<file path="src/hw/rtl/lfdt_ram.sv">
// ----------------------------------------------------------------------------
// lfdt_ram
// Generic simple dual-port RAM, one write and one read port, registered read.
// ----------------------------------------------------------------------------
module lfdt_ram #(
  parameter int unsigned WIDTH = 32,
  parameter int unsigned DEPTH = 16
) (
  input  logic                                     clk_i,
  input  logic                                     we_i,
  input  logic [((DEPTH > 1) ? $clog2(DEPTH) : 1)-1:0] waddr_i,
  input  logic [WIDTH-1:0]                         wdata_i,
  input  logic                                     re_i,
  input  logic [((DEPTH > 1) ? $clog2(DEPTH) : 1)-1:0] raddr_i,
  output logic [WIDTH-1:0]                         rdata_o
);

  logic [WIDTH-1:0] mem_q [DEPTH];
  logic [WIDTH-1:0] rdata_q;

  always_ff @(posedge clk_i) begin
    if (we_i) begin
      mem_q[waddr_i] <= wdata_i;
    end
    if (re_i) begin
      rdata_q <= mem_q[raddr_i];
    end
  end

  assign rdata_o = rdata_q;

endmodule

</file>
<file path="config.mk">
export PLATFORM = sky130hd
export DESIGN_NAME = lfdt_ram
export DESIGN_NICKNAME = d
export VERILOG_FILES = /design/src/hw/rtl/lfdt_ram.sv
export SDC_FILE = /design/constraint.sdc
export NUM_CORES = 1
export LEC_CHECK = 0
export ABC_AREA = 1
export BUFFER_PORTS_ARGS = -buffer_cell sky130_fd_sc_hd__buf_4
export CAP_MARGIN = 40
export CORE_ASPECT_RATIO = 0.6
export CORE_UTILIZATION = 56
export CTS_CLUSTER_DIAMETER = 80
export DETAILED_ROUTE_END_ITERATION = 16
export PLACE_DENSITY = 0.83
export SLEW_MARGIN = 5
export SYNTH_ARGS = -nofsm -noshare
export SYNTH_HDL_FRONTEND = slang
export SYNTH_SLANG_ARGS = --single-unit
</file>
<file path="constraint.sdc">
create_clock -name clk_i -period 2.6 [get_ports clk_i]
set_clock_uncertainty 0.15 [all_clocks]
set_input_delay 0.39 -clock clk_i [delete_from_list [all_inputs] [get_ports clk_i]]
set_output_delay 0.39 -clock clk_i [all_outputs]
set_load 0.01 [all_outputs]
</file>
# [Yosys cells after proc, flatten, opt, wreduce, memory -nomap -nowiden]
# Memory sizes are Yosys's and may differ from the RTL's. A register that Yosys moved wholly into a read port is not among the register bits.
# Index checks and enable logic that the tools add are counted.
# W data, S select, Z words.
[word_totals] regBits=0 ramBits=512 input_bits=43 out_inout_bits=32 word_cells=3 mem_count=1
[memory_table] memory="mem_q" words=16 width=32 rd=1 rd_clocked_by_memory_dff=1 write_ports=1 line="18" rtl="logic [WIDTH-1:0] mem_q [DEPTH];"
[classes] muxes=2
[ops] cell="$mux W1" n=2

# [Longest topological paths before layout]
# Gate-level depths: netlist of the first run.
[logic_depth] word_depth=2 ltp_mapped=10 mapped_depth_nobuf=7

# [Least setup slack after synthesis of the first run]
# OpenSTA, ideal clock, no wires.
[synth_timing] kind="input to register" start="input waddr_i[2] in the netlist's numbering" end="memory mem_q[10][0], enable pin" setup_time_ns=0.421 t_arrival_ns=1.962 t_required_ns=2.029 slack_ns=0.067 cell_stages=2 n_path_buf=0 cell_sequence="nand3b_1 > nor2_1"
[synth_rtl] item="start, declared" line="11" rtl="input logic [((DEPTH > 1) ? $clog2(DEPTH) : 1)-1:0] waddr_i,"
[synth_rtl] item="end, declared" line="18"
# Straight into the memory's write port.

# [Final worst setup path of the first run]
[layout_timing] start="register rdata_q[5], in the netlist rdata_o[5] (read register of mem_q)" end="output rdata_o[5]"
[layout_rtl] item="start, declared" line="19" rtl="logic [WIDTH-1:0] rdata_q;"
[layout_rtl] item="end, declared" line="15" rtl="output logic [WIDTH-1:0] rdata_o"
# No word-level cell between the ends.

==> results.md, run 1 <==
- Run status: complete, but fails checks
- Failing checks: design-rule violations
- Clock transition at the registers of the reported paths: 0.07 ns
- Routed wire length per instance: 19.5 um
- Multi-input gate area in the final layout: 0.00467 sq mm
- Category of the worst setup path capture point: primary output
- Slew margin rel.: 52.4%
- Area of the mapped netlist: 0.0231 sq mm
- Count of placed standard cells in the final layout, fillers left out: 2,782
- Vertical die dimension: 159 um
- YS warnings: 0
- Time the worst path needs with I/O delays and setup: 1.73 ns
- Largest buffer count on any clock path: 3
- Setup Total Neg Slack: 0 ns
- Worst slew pin tran: 0.713 ns
- Average cell area after synthesis: 10.9 sq um
- Ratio of routed vias to standard cells: 5.52
- FF/Latch Area: 0.0163 sq mm
- Highest achievable clock rate: 578 MHz
- Cts-stage hold buffer count: 30
- Clock buffer count from CTS: 47
- Synthesis-to-finish area growth: 12.9%
- DRT antenna net count: 0
- Inst Count DP: 2,666
- CTS tree: yes
- Synth area leaders: sky130_fd_sc_hd__edfxtp_1, sky130_fd_sc_hd__nand2_1, sky130_fd_sc_hd__nand3_1, sky130_fd_sc_hd__inv_1, sky130_fd_sc_hd__buf_6
- Count of unresolved DRC violations after routing: 2
- Post-CTS repair timing setup buffer count: 0
- Total number of vias: 15,400
- Starting Density: 56.9%
- First-pass GRT wire length: 83,500 um
- Critical Path, Cell by Cell: buf_4
- Max-cap violations: 0
- Final hold viol count: 0
- First-pass iteration count of the detailed router: 11
- Net count reported at finish: 2,257
- GRT Residual Overflow: 0
- Post-cts gate resize count: 0
- Number of nets in the synthesized netlist: 2,163
- Core Area: 0.0405 sq mm
- Starting DRT DRC Count: 2,027
- Top Ports: 75
- CTS H-tree depth: 2
- Count of final max-slew check failures: 0
- Lkg Pwr: 11.0 nW
- Kind of critical path: reg -> out
- Synthesized netlist cell count: 2,120
- Total detailed-routing wirelength: 54,200 um
- Total global-route track usage: 26.0%
- CP top delay family: flip-flops
- Die width: 264 um
- RSZ-0062 raised after global routing: no
- Share of the cycle needed by the critical path after routing: 66.5%
- Slowest Stage Delay on Critical Path: 0.45 ns
- Data required, critical path: 2.06 ns
- Worst endpoint data arrival time: 1.19 ns
- Num Clock Sinks: 544
- Kind of start point of the critical path: register
- Cell area power density: 692 mW/mm^2
- Portion of synthesized cell area occupied by the leading cell type: 70.9%
- Source-to-sink clock delay at the later pin of the worst-skew pair: 0.56 ns
- GP Congestion: 0.798
- Max IR drop VDD: 0.000531 V
- Number of filler cells placed in the layout: 2,872
- Number of buffer cells added on primary ports: 74
- Root cell of the clock tree: sky130_fd_sc_hd__clkbuf_16
- Half-perimeter wire length after placement: 28,700 um
- Maximum number of pins on one net before global-route repair: 129
- Final count of negative-setup-slack endpoints: 0
- Top fanout value on the critical path: 1
- Total Die Area: 0.0420 sq mm
- Worst min-delay path category: in -> reg
- DP Area: 0.0242 sq mm
- Crit path buffers/inverters: 1
- Proportion of layout cells with a drive suffix above 1: 9.24%
- Sequential area share after synthesis: 70.9%
- Standard-cell rows: 57
- #FFs+latches synth: 544
- Largest area contributor in the netlist: sky130_fd_sc_hd__edfxtp_1
- Number of global-route vias before repair: 15,100
- CP max stage cell: sky130_fd_sc_hd__edfxtp_1
- Final Instance Area: 0.0260 sq mm
- Antenna violations before repair: 1
- Number of unique standard cell types used by synthesis: 14
## path summary, 6_finish.rpt
kind,start,to,slack (ns),cells after the start
setup / recovery,rdata_o[5],rdata_o[5],0.87,1
setup reg to reg,mem_q[9][16],rdata_o[16],1.25,6
hold reg to reg,mem_q[6][6],rdata_o[6],0.59,6
hold / removal,wdata_i[0],mem_q[15][0],0.01,1
## synth_stat cells (all sizes together)
library cell and instances:
buf 91, clkbuf 14, edfxtp 544, inv 390, nand2 677, nand3 385
nand3b 2, nor2 17
## layout make-up
type                       instances  share of cell area, %
antenna                            1                0.00962
clock buffer                      56                   4.81
clock inverter                    29                  0.837
sequential                       544                   62.8
inverter                         390                   5.66
tap                              531                   2.55
multi-input combinational       1081                   17.9
timing repair buffer             150                   5.40
## stage by stage
stage                     total power, mW  utilization, %  hold slack (ns)  worst slack [ns]
after floorplan                      10.8               -            0.339            0.0673
after global placement               11.2            59.8            0.535             0.548
after detailed placement             11.3            59.8            0.543             0.483
after CTS                            18.0            64.2          0.00152             0.842
after global routing                 18.5            64.2         0.000456             0.839
final                                18.0            64.2           0.0113             0.871
## cell families (layout without fill, tap and decap cells)
group                  after synthesis  count (layout)  share of synthesized area (%)
buffers and inverters              495             625                           9.41
DFF                                544             544                           70.9
other                                0               1                              0
and+or+nand+nor                   1081            1081                           19.7
## sequential cells by signal (all words and copies together), names as in the netlist
| signal | count |
|---|---|
| rdata_o | 32 |
| mem_q | 512 |
## layer usage
| metal | vias up | track usage (%) | share of wire, % |
|---|---|---|---|
| met5 | - | 0 | 0 |
| met4 | 0 | 9.54 | 2.9 |
| met3 | 146 | 4.18 | 9.6 |
| met2 | 905 | 42.3 | 48 |
| met1 | 7261 | 35.9 | 40 |
| li1 | 7056 | - | - |
## cells in the final DEF, fill, tap and decap left out
| cell type | instances |
|---|---|
| sky130_fd_sc_hd__buf_12 | 16 |
| sky130_fd_sc_hd__inv_4 | 1 |
| sky130_fd_sc_hd__clkinvlp_4 | 2 |
| sky130_fd_sc_hd__buf_6 | 1 |
| sky130_fd_sc_hd__diode_2 | 1 |
| sky130_fd_sc_hd__nand3_1 | 385 |
| sky130_fd_sc_hd__nor2_4 | 16 |
| sky130_fd_sc_hd__bufinv_16 | 3 |
| sky130_fd_sc_hd__buf_4 | 103 |
| sky130_fd_sc_hd__edfxtp_1 | 544 |
| sky130_fd_sc_hd__nand2_1 | 677 |
| sky130_fd_sc_hd__inv_6 | 2 |
| sky130_fd_sc_hd__nand3b_1 | 2 |
| sky130_fd_sc_hd__nor2_1 | 1 |
| sky130_fd_sc_hd__inv_1 | 387 |
| sky130_fd_sc_hd__clkbuf_1 | 7 |
| sky130_fd_sc_hd__dlygate4sd3_1 | 30 |
| sky130_fd_sc_hd__clkinv_1 | 9 |
| sky130_fd_sc_hd__clkbuf_16 | 49 |
| sky130_fd_sc_hd__inv_2 | 1 |
| sky130_fd_sc_hd__clkinv_2 | 14 |
## power breakdown
group / switching [mW] / internal (mW) / leakage (nW)
Clock: 3.11 / 3.74 / 0.728
Combinational: 0.828 / 0.391 / 5.35
Sequential: 0.0587 / 9.87 / 4.94
Total: 4.00 / 14.0 / 11.0
Power figures use the tool's default switching activity.
==> run 2: changes to the inputs <==
==> constraint.sdc (replaced) <==
create_clock -name clk_i -period 1.4 [get_ports clk_i]
set_clock_uncertainty 0.15 [all_clocks]
set_input_delay 0.21 -clock clk_i [delete_from_list [all_inputs] [get_ports clk_i]]
set_output_delay 0.21 -clock clk_i [all_outputs]
set_load 0.01 [all_outputs]
==> results.md, run 2 (synthesis gave the netlist of run 1 again) <==
- DRT antenna net count: 0 (unchanged)
- Source of the worst register-to-register timing path: mem_q[2][3]
- Layout Utilization: 67.2% (+2.9 points)
- Die width: 264 um (unchanged)
- Crit path buffers/inverters: 1 (unchanged)
- Starting Density: 56.9% (unchanged)
- Net count reported at finish: 2,328 (+3.1%)
- Data required, critical path: 1.04 ns (-1.02 ns)
- Slowest Stage Delay on Critical Path: 0.52 ns (+0.07 ns)
- Root cell of the clock tree: sky130_fd_sc_hd__clkbuf_16
- CTS H-tree depth: 2 (unchanged)
- Kind of critical path: reg -> out
- Start point of the worst hold path: raddr_i[2]
- Worst min-delay path category: in -> reg
- Share of the cycle needed by the critical path after routing: 117%
- Worst setup slack for register-to-register paths: 0.06 ns (-1.19 ns)
- Routed wire length per instance: 20.6 um (+5.6%)
- CP top delay family: flip-flops
- Max reg flops: 512 (unchanged)
- Top reg by flops: mem_q
- Maximum number of pins on one net before global-route repair: 72 (-44%)
- Total global-route track usage: 28.1% (+2.1 points)
- Top Ports: 75 (unchanged)
- Final total power: 34.3 mW (+91%)
- First-pass GRT wire length: 90,100 um (+7.9%)
- Top fanout value on the critical path: 1 (unchanged)
- First-pass iteration count of the detailed router: 6 (-5)
- RSZ-0062 raised after global routing: yes
- FF-to-FF End: rdata_o[3]
- Synthesis-to-finish area growth: 18.0%
- Post-CTS repair timing setup buffer count: 0 (unchanged)
- Source-to-sink clock delay at the later pin of the worst-skew pair: 0.60 ns (+0.04 ns)
- Total Die Area: 0.0420 sq mm (unchanged)
- Most common cell after layout, fill and taps aside: sky130_fd_sc_hd__nand2_1
- Final count of negative-setup-slack endpoints: 32 (+32)
- Clock buffer count from CTS: 48 (+2.1%)
- Num Clock Sinks: 544 (unchanged)
- Critical Path, Cell by Cell: buf_6
- Number of filler cells placed in the layout: 2,705 (-5.8%)
- Worst min-delay path endpoint: rdata_o[2]
- Worst Reg-to-Reg Cells: 6 (unchanged)
- Max IR drop VDD: 0.00117 V (+120%)
- Worst-case setup margin in the final layout: -0.231 ns (-1.10 ns)
- Minimum setup slack after placement: -0.237 ns (-0.720 ns)
- Antenna violations before repair: 0 (-1)
- Ratio of routed vias to standard cells: 5.64 (+2.2%)
- Max-cap violations: 0 (unchanged)
- Worst hold path cell count: 5 (+4)
- Cell area power density: 1260 mW/mm^2 (+82%)
- Highest achievable clock rate: 613 MHz
- Kind of start point of the critical path: register
- Half-perimeter wire length after placement: 34,300 um (+19%)
- Largest buffer count on any clock path: 3 (unchanged)
- Total detailed-routing wirelength: 58,500 um (+8.0%)
- Top library cells by usage in the layout, fill and taps aside: sky130_fd_sc_hd__nand2_1, sky130_fd_sc_hd__edfxtp_1, sky130_fd_sc_hd__inv_1, sky130_fd_sc_hd__nand3_1, sky130_fd_sc_hd__buf_4
- Failing checks: negative setup slack
- Number of buffer cells added on primary ports: 74 (unchanged)
- Count of unresolved DRC violations after routing: 0 (-2)
- Slew margin rel.: 69.7% (+17 points)
- CTS tree: yes
- Run status: complete, but fails checks
- Lkg Pwr: 11.6 nW (+4.9%)
- Category of the worst setup path capture point: primary output
- Worst slew pin tran: 0.454 ns (-0.259 ns)
- Core Area: 0.0405 sq mm (unchanged)
- GRT Residual Overflow: 0 (unchanged)
- Final hold viol count: 0 (unchanged)
- Total number of vias: 16,100 (+4.6%)
- Setup Total Neg Slack: -3.18 ns (-3.18 ns)
- Number of global-route vias before repair: 16,100 (+7.1%)
- Time the worst path needs with I/O delays and setup: 1.63 ns
- Ant diodes: 0 (-1)
- Clock transition at the registers of the reported paths: 0.07 ns (about the same)
- Final hold slack: 0.0627 ns (+0.0514 ns)
- Starting DRT DRC Count: 2,306 (+14%)
- CP max stage cell: sky130_fd_sc_hd__edfxtp_1
- Proportion of layout cells with a drive suffix above 1: 12.1% (+2.8 points)
- GP Congestion: 0.838 (+5.1%)
- Count of final max-slew check failures: 0 (unchanged)
- Vertical die dimension: 159 um (unchanged)
- Worst endpoint data arrival time: 1.27 ns (+0.08 ns)
- Standard-cell rows: 57 (unchanged)
run 2: cell types whose count changed in the layout (fill, tap and decap cells not counted), moves of 3 or more:
cell and delta:
sky130_fd_sc_hd__nand2_4 +4, sky130_fd_sc_hd__clkinv_2 -8, sky130_fd_sc_hd__buf_12 +33, sky130_fd_sc_hd__nand2_1 -5
sky130_fd_sc_hd__buf_6 +32, sky130_fd_sc_hd__dlygate4sd3_1 +3
run 2: metrics by stage:
stage          area, sq um  cells
2_1_floorplan        23200   2120
6_report             27200   2847
3_5_place_dp         25200   2733
5_1_grt              27200   2847
4_1_cts              27200   2847
3_3_place_gp         25200   2733
run 2: timing repair:
item | in CTS | in global routing
hold buffers | 33 | 0
endpoints found under the hold margin | 522 | 0
gates cloned | 0 | 0
setup endpoints to repair | 32 | 32
gates resized for setup | 26 | 6
pin swaps | 0 | 0
run 2: power breakdown:
group          internal [mW]  leakage [nW]  switching [mW]
Sequential              18.3          4.94           0.137
Combinational          0.962          5.87            1.64
Clock                   7.33         0.747            5.90
run 2: layer usage:
layer | global-route usage [%] | wire (um) | up-vias | part of all wire [%]
li1 | - | - | 7202 | -
met1 | 38.3 | 22200 | 7625 | 38
met2 | 45.7 | 27700 | 1064 | 47
met3 | 5.88 | 6930 | 179 | 12
met4 | 9.22 | 1790 | 0 | 3.1
met5 | 0 | 0 | - | 0
run 2: worst reg2reg max path, cell delays in order (launching register included):
cell                       delay [ns]
sky130_fd_sc_hd__edfxtp_1        0.37
sky130_fd_sc_hd__inv_1           0.10
sky130_fd_sc_hd__nand2_1         0.07
sky130_fd_sc_hd__nand3_1         0.12
sky130_fd_sc_hd__nand3_1         0.10
sky130_fd_sc_hd__nand3_1         0.09
sky130_fd_sc_hd__nand2_1         0.07
run 2: area by class of cell:
type	instances	area (sq um)	area share, %
inverters	390	1480	5.44
clock buffers	54	1240	4.58
well taps	531	664	2.44
multi-input cells	1081	4720	17.3
clock inverters	27	288	1.06
flip-flops and latches	544	16300	60.1
repair buffers	220	2470	9.08
run 2: how the worst max path moves through the flow:
stage,from,endpoint,slack [ns],cells past startpoint
floorplan,waddr_i[2],mem_q[10][0],-0.30,2
global placement,raddr_i[0],rdata_o[22],-0.20,9
detailed placement,raddr_i[0],rdata_o[22],-0.24,9
CTS,rdata_o[18],rdata_o[18],-0.22,1
global route,rdata_o[18],rdata_o[18],-0.24,1
finish,rdata_o[18],rdata_o[18],-0.23,1
==> run 3: changes to the inputs <==
--- a/config.mk
+++ b/config.mk
@@ -13,6 +13,7 @@
 export CTS_CLUSTER_DIAMETER = 80
 export DETAILED_ROUTE_END_ITERATION = 16
 export PLACE_DENSITY = 0.83
+export RECOVER_POWER = 100
 export SLEW_MARGIN = 5
 export SYNTH_ARGS = -nofsm -noshare
 export SYNTH_HDL_FRONTEND = slang
==> results.md, run 3 (synthesis gave the netlist of run 1 again) <==
- Crit path buffers/inverters: 1 (unchanged)
- Clock buffer count from CTS: 48 (unchanged)
- CTS H-tree depth: 2 (unchanged)
- Top library cells by usage in the layout, fill and taps aside: sky130_fd_sc_hd__nand2_1, sky130_fd_sc_hd__edfxtp_1, sky130_fd_sc_hd__inv_1, sky130_fd_sc_hd__nand3_1, sky130_fd_sc_hd__buf_4
- Critical Path, Cell by Cell: buf_6
- Largest buffer count on any clock path: 3 (unchanged)
- Count of placed standard cells in the final layout, fillers left out: 2,848 (+0.035%)
- Total detailed-routing wirelength: 58,700 um (+0.18%)
- Time the worst path needs with I/O delays and setup: 1.63 ns (-0.000387 ns)
- Worst slew pin tran: 0.794 ns (+0.340 ns)
- Final Instance Area: 0.0266 sq mm (-2.4%)
- Synthesis-to-finish area growth: 15.2%
- Top reg by flops: mem_q
- Clock transition at the registers of the reported paths: 0.06 ns (about the same)
- Kind of critical path: reg -> out
- Ratio of routed vias to standard cells: 5.63 (-0.33%)
- Most common cell after layout, fill and taps aside: sky130_fd_sc_hd__nand2_1
- Slew margin rel.: 47.0% (-23 points)
- Failing checks: negative setup slack
- Num Clock Sinks: 544 (unchanged)
- Total global-route track usage: 28.1% (unchanged)
- Net count reported at finish: 2,328 (unchanged)
- RSZ-0062 raised after global routing: yes
- Worst min-delay path category: in -> reg
- Total Die Area: 0.0420 sq mm (unchanged)
- Half-perimeter wire length after placement: 34,300 um (unchanged)
- First-pass iteration count of the detailed router: 9 (+3)
- Routed wire length per instance: 20.6 um (+0.14%)
- Antenna violations before repair: 0 (unchanged)
- Final count of negative-setup-slack endpoints: 90 (+180%)
- CP max stage cell: sky130_fd_sc_hd__edfxtp_1
- Root cell of the clock tree: sky130_fd_sc_hd__clkbuf_16
- Vertical die dimension: 159 um (unchanged)
- Total number of vias: 16,000 (-0.30%)
- Worst endpoint data arrival time: 1.27 ns (about the same)
- Core Area: 0.0405 sq mm (unchanged)
- GRT Residual Overflow: 0 (unchanged)
- Top fanout value on the critical path: 1 (unchanged)
- Layout Utilization: 65.6% (-1.6 points)
- Standard-cell rows: 57 (unchanged)
- CTS tree: yes
- Number of buffer cells added on primary ports: 74 (unchanged)
- Data required, critical path: 1.04 ns (about the same)
- Final hold viol count: 0 (unchanged)
- Share of the cycle needed by the critical path after routing: 116% (about the same)
- CP top delay family: flip-flops
- Category of the worst setup path capture point: primary output
- Inst Count DP: 2,733 (unchanged)
- Die width: 264 um (unchanged)
- Count of final max-slew check failures: 0 (unchanged)
- First-pass GRT wire length: 90,100 um (unchanged)
- Source-to-sink clock delay at the later pin of the worst-skew pair: 0.59 ns (about the same)
- Count of unresolved DRC violations after routing: 0 (unchanged)
- Proportion of layout cells with a drive suffix above 1: 9.50% (-2.6 points)
- GP Congestion: 0.838 (unchanged)
- Top Ports: 75 (unchanged)
- Post-CTS repair timing setup buffer count: 0 (unchanged)
- Kind of start point of the critical path: register
- Highest achievable clock rate: 613 MHz (about the same)
- Slowest Stage Delay on Critical Path: 0.52 ns (about the same)
- Maximum number of pins on one net before global-route repair: 72 (unchanged)
- Starting Density: 56.9% (unchanged)
- Cell area power density: 1290 mW/mm^2 (+2.0%)
- Max reg flops: 512 (unchanged)
- Number of global-route vias before repair: 16,100 (unchanged)
- Starting DRT DRC Count: 2,161 (-6.3%)
- DRT antenna net count: 0 (unchanged)
- Worst-case setup margin in the final layout: -0.231 ns (+0.000387 ns)
- Max IR drop VDD: 0.00118 V (+0.53%)
- Lkg Pwr: 11.3 nW (-2.2%)
- DP Area: 0.0252 sq mm (unchanged)
- Max-cap violations: 0 (unchanged)
- Run status: complete, but fails checks
==> run 3: cell count changes in the layout (fill, tap and decap cells not counted), sizes merged <==
cell	delta
clkbuf	+75
diode	+1
buf	-75
==> run 3: path summary, 6_finish.rpt <==
check | depth (start not counted) | to | slack (ns) | start
worst max-delay path | 1 | rdata_o[18] | -0.23 | rdata_o[18]
worst min register to register | 6 | rdata_o[31] | 0.59 | mem_q[10][31]
worst max register to register | 6 | rdata_o[3] | 0.06 | mem_q[2][3]
worst min-delay path | 5 | rdata_o[2] | 0.06 | raddr_i[2]
==> run 3: timing repair <==
item	in CTS	in global routing
cloned	0	0
resized for setup	26	6
setup endpoints to repair	32	32
hold buffers	33	0
hold endpoints to repair	522	0
==> run 3: power by group <==
| part | switching, mW | internal [mW] |
|---|---|---|
| combinational | 1.61 | 0.868 |
| sequential | 0.138 | 18.3 |
| clock | 5.87 | 7.33 |
==> run 3: metal layers <==
metal	wire length, um	global-route usage, %
met1	22200	38.3
met2	27700	45.7
met3	7010	5.88
met4	1750	9.22
met5	0	0
==> run 3: area by class of cell <==
class | instances | area (sq um)
Tap cell | 531 | 664
Clock inverter | 27 | 288
Timing Repair Buffer | 220 | 1970
Sequential cell | 544 | 16300
Inverter | 390 | 1480
Antenna cell | 1 | 2.50
Clock buffer | 54 | 1240
Multi-Input combinational cell | 1081 | 4570
Fill cell | 2837 | 14000
==> run 3: stage by stage <==
stage	worst slack, ns	TNS [ns]	hold slack (ns)	power [mW]
2_1_floorplan	-0.297	-89.83	0.159	20.1
3_3_place_gp	-0.200	-48.12	0.353	21.1
3_5_place_dp	-0.237	-61.15	0.367	21.2
4_1_cts	-0.215	-3.62	0.0472	34.3
5_1_grt	-0.244	-10.85	0.0726	35.1
6_report	-0.231	-4.31	0.0612	34.2
